**src/rtl/accel_trp_pkg.sv**
```systemverilog
// Package for the accelerometer tilt, roll and pitch block.
// Holds default sizes, internal datapath widths, angle constants and the arctangent table.
// Used by every module of the block; depends on nothing.
package accel_trp_pkg;

  localparam int unsigned SampleWidthDef   = 16;
  localparam int unsigned AngleFracBitsDef = 13;

  // Scaled samples are always 32 bits wide; roots and CORDIC vectors need headroom.
  localparam int unsigned ScaledW  = 32;
  localparam int unsigned RadicW   = 64;
  localparam int unsigned RootW    = 32;
  localparam int unsigned VecW     = 36;
  localparam int unsigned AngW     = 35;
  localparam int unsigned CordSteps = 31;

  localparam logic signed [AngW-1:0] PiQ30     = AngW'(64'sd3373259426);
  localparam logic signed [AngW-1:0] HalfPiQ30 = AngW'(64'sd1686629713);

  typedef struct packed {
    logic signed [VecW-1:0] x;
    logic signed [VecW-1:0] y;
    logic signed [AngW-1:0] ang;
    logic                   fix;
  } cord_in_t;

  function automatic logic signed [AngW-1:0] atan_q30(input int unsigned idx);
    logic [31:0] v;
    unique case (idx)
      0:  v = 32'h3243F6A8;
      1:  v = 32'h1DAC6705;
      2:  v = 32'h0FADBAFC;
      3:  v = 32'h07F56EA6;
      4:  v = 32'h03FEAB76;
      5:  v = 32'h01FFD55B;
      6:  v = 32'h00FFFAAA;
      7:  v = 32'h007FFF55;
      8:  v = 32'h003FFFEA;
      9:  v = 32'h001FFFFD;
      10: v = 32'h000FFFFF;
      11: v = 32'h0007FFFF;
      12: v = 32'h0003FFFF;
      13: v = 32'h0001FFFF;
      14: v = 32'h0000FFFF;
      15: v = 32'h00007FFF;
      16: v = 32'h00003FFF;
      17: v = 32'h00001FFF;
      18: v = 32'h00000FFF;
      19: v = 32'h000007FF;
      20: v = 32'h000003FF;
      21: v = 32'h000001FF;
      22: v = 32'h000000FF;
      23: v = 32'h0000007F;
      24: v = 32'h0000003F;
      25: v = 32'h0000001F;
      26: v = 32'h0000000F;
      27: v = 32'h00000007;
      28: v = 32'h00000003;
      29: v = 32'h00000001;
      default: v = 32'h00000000;
    endcase
    return $signed(AngW'(v));
  endfunction

endpackage

```
**src/rtl/accel_trp_sqrt.sv**
```systemverilog
// Pipelined integer square root, one result bit per register stage.
// Carries a valid bit and a sideband word alongside the radicand; uses accel_trp_pkg.
module accel_trp_sqrt #(
  parameter int unsigned SB_W = 1
) (
  input  logic                              clk_i,
  input  logic                              rst_ni,
  input  logic                              en_i,
  input  logic                              valid_i,
  input  logic [accel_trp_pkg::RadicW-1:0]  n_i,
  input  logic [SB_W-1:0]                   sb_i,
  output logic                              valid_o,
  output logic [accel_trp_pkg::RootW-1:0]   root_o,
  output logic [SB_W-1:0]                   sb_o
);

  localparam int unsigned NW = accel_trp_pkg::RadicW;
  localparam int unsigned QW = accel_trp_pkg::RootW;
  localparam int unsigned RW = QW + 3;

  logic [RW-1:0]   rem_s  [QW+1];
  logic [QW-1:0]   root_s [QW+1];
  logic [NW-1:0]   n_s    [QW+1];
  logic [SB_W-1:0] sb_s   [QW+1];
  logic            vld_s  [QW+1];

  assign rem_s[0]  = '0;
  assign root_s[0] = '0;
  assign n_s[0]    = n_i;
  assign sb_s[0]   = sb_i;
  assign vld_s[0]  = valid_i;

  for (genvar s = 0; s < QW; s++) begin : g_stage
    logic [RW-1:0]   rem_d, rem_q, r2, trial;
    logic [QW-1:0]   root_d, root_q;
    logic [NW-1:0]   n_q;
    logic [SB_W-1:0] sb_q;
    logic            vld_q;

    always_comb begin
      r2    = {rem_s[s][RW-3:0], n_s[s][NW-1:NW-2]};
      trial = RW'({root_s[s], 2'b01});
      if (r2 >= trial) begin
        rem_d  = r2 - trial;
        root_d = {root_s[s][QW-2:0], 1'b1};
      end else begin
        rem_d  = r2;
        root_d = {root_s[s][QW-2:0], 1'b0};
      end
    end

    always_ff @(posedge clk_i or negedge rst_ni) begin
      if (!rst_ni) begin
        vld_q <= 1'b0;
      end else if (en_i) begin
        vld_q <= vld_s[s];
      end
    end

    always_ff @(posedge clk_i) begin
      if (en_i) begin
        rem_q  <= rem_d;
        root_q <= root_d;
        n_q    <= {n_s[s][NW-3:0], 2'b00};
        sb_q   <= sb_s[s];
      end
    end

    assign rem_s[s+1]  = rem_q;
    assign root_s[s+1] = root_q;
    assign n_s[s+1]    = n_q;
    assign sb_s[s+1]   = sb_q;
    assign vld_s[s+1]  = vld_q;
  end

  assign valid_o = vld_s[QW];
  assign root_o  = root_s[QW];
  assign sb_o    = sb_s[QW];

endmodule

```
**config.mk**
```make
export PLATFORM = sky130hd
export DESIGN_NAME = accel_trp_sqrt
export DESIGN_NICKNAME = d
export VERILOG_FILES = /design/src/rtl/accel_trp_pkg.sv /design/src/rtl/accel_trp_sqrt.sv
export SDC_FILE = /design/constraint.sdc
export NUM_CORES = 2
export LEC_CHECK = 0
export BUFFER_PORTS_ARGS = -buffer_cell sky130_fd_sc_hd__buf_4
export CORE_MARGIN = 2
export CORE_UTILIZATION = 60
export DETAILED_ROUTE_END_ITERATION = 10
export GPL_TIMING_DRIVEN = 0
export PLACE_DENSITY = 0.76
export SYNTH_ARGS = -nofsm -noshare
export SYNTH_HDL_FRONTEND = slang
export SYNTH_SLANG_ARGS = --single-unit
```
**constraint.sdc**
```tcl
create_clock -name clk_i -period 5.6 [get_ports clk_i]
set_clock_uncertainty 0.1 [all_clocks]
set_input_delay 0.28 -clock clk_i [delete_from_list [all_inputs] [get_ports clk_i]]
set_output_delay 0.28 -clock clk_i [all_outputs]
set_load 0.01 [all_outputs]
```
==> run summary <==
Clk buf depth: 4
Max Cap Viol: 0
Final hold slack: 0.0656 ns
Yosys cell types: 86
Cell taking the most area after synthesis: edfxtp_1
Nature of the critical path endpoint: flop
Slew Viols, Final: 0
Drt wl/cell: 21.3 um
Min Tclk post-route: 5.35 ns
Switching power: 15.8 mW
Post-Layout Cell Count: 12500
Fmax: 187 MHz
Worst reg-to-reg setup slack: 0.25 ns
Final period util: 95.5%
Mean Syn Cell Area: 13.0 um^2
Worst EP arrival: 5.92 ns
Top post-synthesis cells by area: edfxtp_1 (64%), ha_1 (5.9%), xnor2_1 (3.1%)
Register Area: 0.0767 mm^2
Final RePlAce weighted congestion: 0.902
Final Power: 55.0 mW
Placement Cell Area: 0.123 mm^2
Mapped cell area: 0.118 mm^2
Clock-pin slew on the worst setup and hold paths: 0.06 ns
Root Driver: clkbuf_16
Max stage delay on crit path: 0.67 ns
Comb power frac: 20.8%
Pleak: 50.7 nW
Crit-path cells: ha_1, nand3_1, a211oi_1, o31ai_1, a21oi_1, a221o_1, a31oi_1, o211ai_1, clkbuf_1, clkbuf_1, nor2_1, a21oi_1
Max-slew headroom: 9.35%
CP max FO: 10
Setup_tns: 0 ns
Layout area overhead: 12.2%
Hold Crit Class: input pin to flop
Syn_nets: 9748
DP HPWL: 189000 um
Share of cells above drive strength 1: 7.23%
Flop pwr share: 47.3%
Num rows: 163
Multi-input logic area: 0.0385 mm^2
Clock power frac: 31.9%
Setup WS pre-CTS: 0.529 ns
First-pass GRT wire length: 407000 um
Top Ports: 103
Port Buffers: 102
Final instance area: 0.133 mm^2
Net Sw Frac: 28.8%
Number of buffers created by CTS: 282
Via count: 72800
Fraction of registers with async set/reset: 1.25%
Grt total ovfl: 0
Worst setup margin: 0.250 ns
Synth Flop Type: edfxtp_1
CP max-delay cell: clkbuf_1
Worst VDD drop: 0.487 mV
Critical path class: flop to flop
Synthesized flop and latch total: 2559
Top cell type's share of synthesized area: 64.1%
Internal power: 39.1 mW
Max H-tree Level: 5
Vias in the first global route: 72400
Initial drt markers: 6238
Synth Instances: 9118
Final nets: 10300
DRC Markers: 0
RSZ-0062 raised after global routing: no
Fin. Hold Viols: 0
Width of the chip: 448 um
Number of synthesized flops with an enable pin: 2527
Die height: 448 um
DR pass1 iterations: 8
Filler cell count: 13900
CTS sink count: 2559
Startpoint Class: flop
Largest net degree at the start of global routing: 209
CTS tree: yes
Dpl cells: 11900
Outcome: finished clean
Die area: 0.201 mm^2
Global Route Usage Sum: 26.3%
Power per cell area: 414 mW/mm^2
Antenna violations before repair: 4
Vias/cell: 5.83
Core area: 0.197 mm^2
Clk_lat worst skew: 0.94 ns
Post-cts sizing count: 0
Routed Antenna Nets: 0
Initial core utilization: 60.2%
Final wirelength: 266000 um
Final Core Density: 67.5%
Yosys warning total: 0
Seq/Total Area, Yosys: 64.7%
Final setup fails: 0
CP required: 6.17 ns
Tightest Pin Transition: 1.35 ns
-- cell usage in the layout, fill, tap and decap left out, types with 46 or more instances in the layout --
cell type	instances
a211oi_1	46
a21o_1	228
a21oi_1	574
a31oi_1	46
and3_1	53
buf_4	101
clkbuf_1	203
clkbuf_16	285
clkinv_1	55
dlygate4sd3_1	131
edfxtp_1	2527
ha_1	561
inv_1	705
mux2_2	114
nand2_1	649
nand2b_1	102
nand3_1	147
nand4_1	101
nor2_1	563
nor2b_1	81
nor3_1	200
nor4_1	119
o21a_1	88
o21ai_0	470
o21bai_1	52
o31ai_1	57
or3_1	77
or4_1	48
xnor2_1	420
xor2_1	374
-- cell families after synthesis --
logic type               share of synthesized area (%)
flip-flops                                        64.7
AND/OR/NAND/NOR                                   9.80
AO/OA/AOI/OAI                                     9.62
buffers and inverters                             2.82
XOR/XNOR                                          5.87
adder cells (fa/ha/maj)                           5.92
multiplexers                                      1.23
other                                          0.00317
-- worst max-delay path, delay by kind of cell (launching register included) --
kind | cells | cell delay [ns]
buf+inv | 2 | 1.29
fa+ha+maj | 1 | 0.45
flops | 1 | 0.48
compound gates | 7 | 2.47
simple gates | 2 | 0.34
-- area by class of cell --
| type | instances | area share [%] |
|---|---|---|
| diodes | 1 | 0.00188 |
| clock buffers | 330 | 5.49 |
| well taps | 2640 | 2.49 |
| plain buffers | 174 | 0.509 |
| repair buffers | 248 | 1.88 |
| multi-input cells | 5674 | 28.9 |
| clock inverters | 150 | 1.00 |
| flip-flops and latches | 2559 | 57.7 |
| inverters | 711 | 2.01 |
-- worst paths after layout --
path | from | cells after the start | endpoint
hold / removal | n_i[41] | 2 | g_stage[0].n_q[43]$_DFFE_PP_
setup reg to reg | g_stage[25].rem_q[3]$_DFFE_PP_ | 12 | g_stage[26].rem_q[23]$_DFFE_PP_
min in group asynchronous | rst_ni | 4 | g_stage[30].vld_q$_DFFE_PN0P_
setup / recovery | g_stage[25].rem_q[3]$_DFFE_PP_ | 12 | g_stage[26].rem_q[23]$_DFFE_PP_
max in group asynchronous | rst_ni | 4 | g_stage[22].vld_q$_DFFE_PN0P_
hold reg to reg | g_stage[2].n_q[55]$_DFFE_PP_ | 0 | g_stage[3].n_q[57]$_DFFE_PP_
-- state kept, by name (all words and copies together), names as in the netlist --
name,cells
g_stage.sb_q,31
sb_o,1
valid_o,1
g_stage.root_q,496
root_o,32
g_stage.n_q,992
g_stage.rem_q,975
g_stage.vld_q,31
-- power by group through the flow --
stage,Clock [mW],Sequential (mW),Combinational [mW]
after detailed placement,0,26.3,11.2
after global placement,0,27.0,11.1
after floorplan,0,25.5,8.17
final,17.5,26.0,11.5
after CTS,17.9,26.0,11.4
after global routing,18.6,26.2,12.7
-- what timing repair did --
action                    CTS  global route
hold endpoints to repair  101             0
hold buffers              132             0
setup buffers               0             0
-- cells in the mapped netlist (23+ instances only) --
master / n
or2_2: 42
nand2_1: 649
nor4_1: 119
and3_1: 53
a21o_1: 228
and2_1: 37
ha_1: 561
nand2b_1: 102
a211oi_1: 46
o21a_1: 88
mux2_2: 114
o211ai_1: 44
nor4b_1: 26
o31ai_1: 58
xnor2_1: 420
a21boi_0: 23
a21oi_1: 574
edfxtp_1: 2527
or3_1: 77
nand4_1: 101
xor2_1: 374
nor2_1: 563
clkbuf_1: 158
nor3_1: 200
nor2b_1: 81
or4_1: 48
a31oi_1: 46
nand3_1: 147
o21bai_1: 52
inv_1: 705
dfrtp_1: 32
o21ai_0: 470
nand3b_1: 31
-- routing by layer --
layer,share of wire (%),wire length [um],global-route usage (%),vias up
met5,0,0,0,-
met4,4.0,10600,10.3,0
met3,4.0,10600,3.16,585
met2,52,139000,47.8,1876
met1,40,106000,32.0,35500
li1,-,-,-,34800
(Power assumes the default switching activity.)
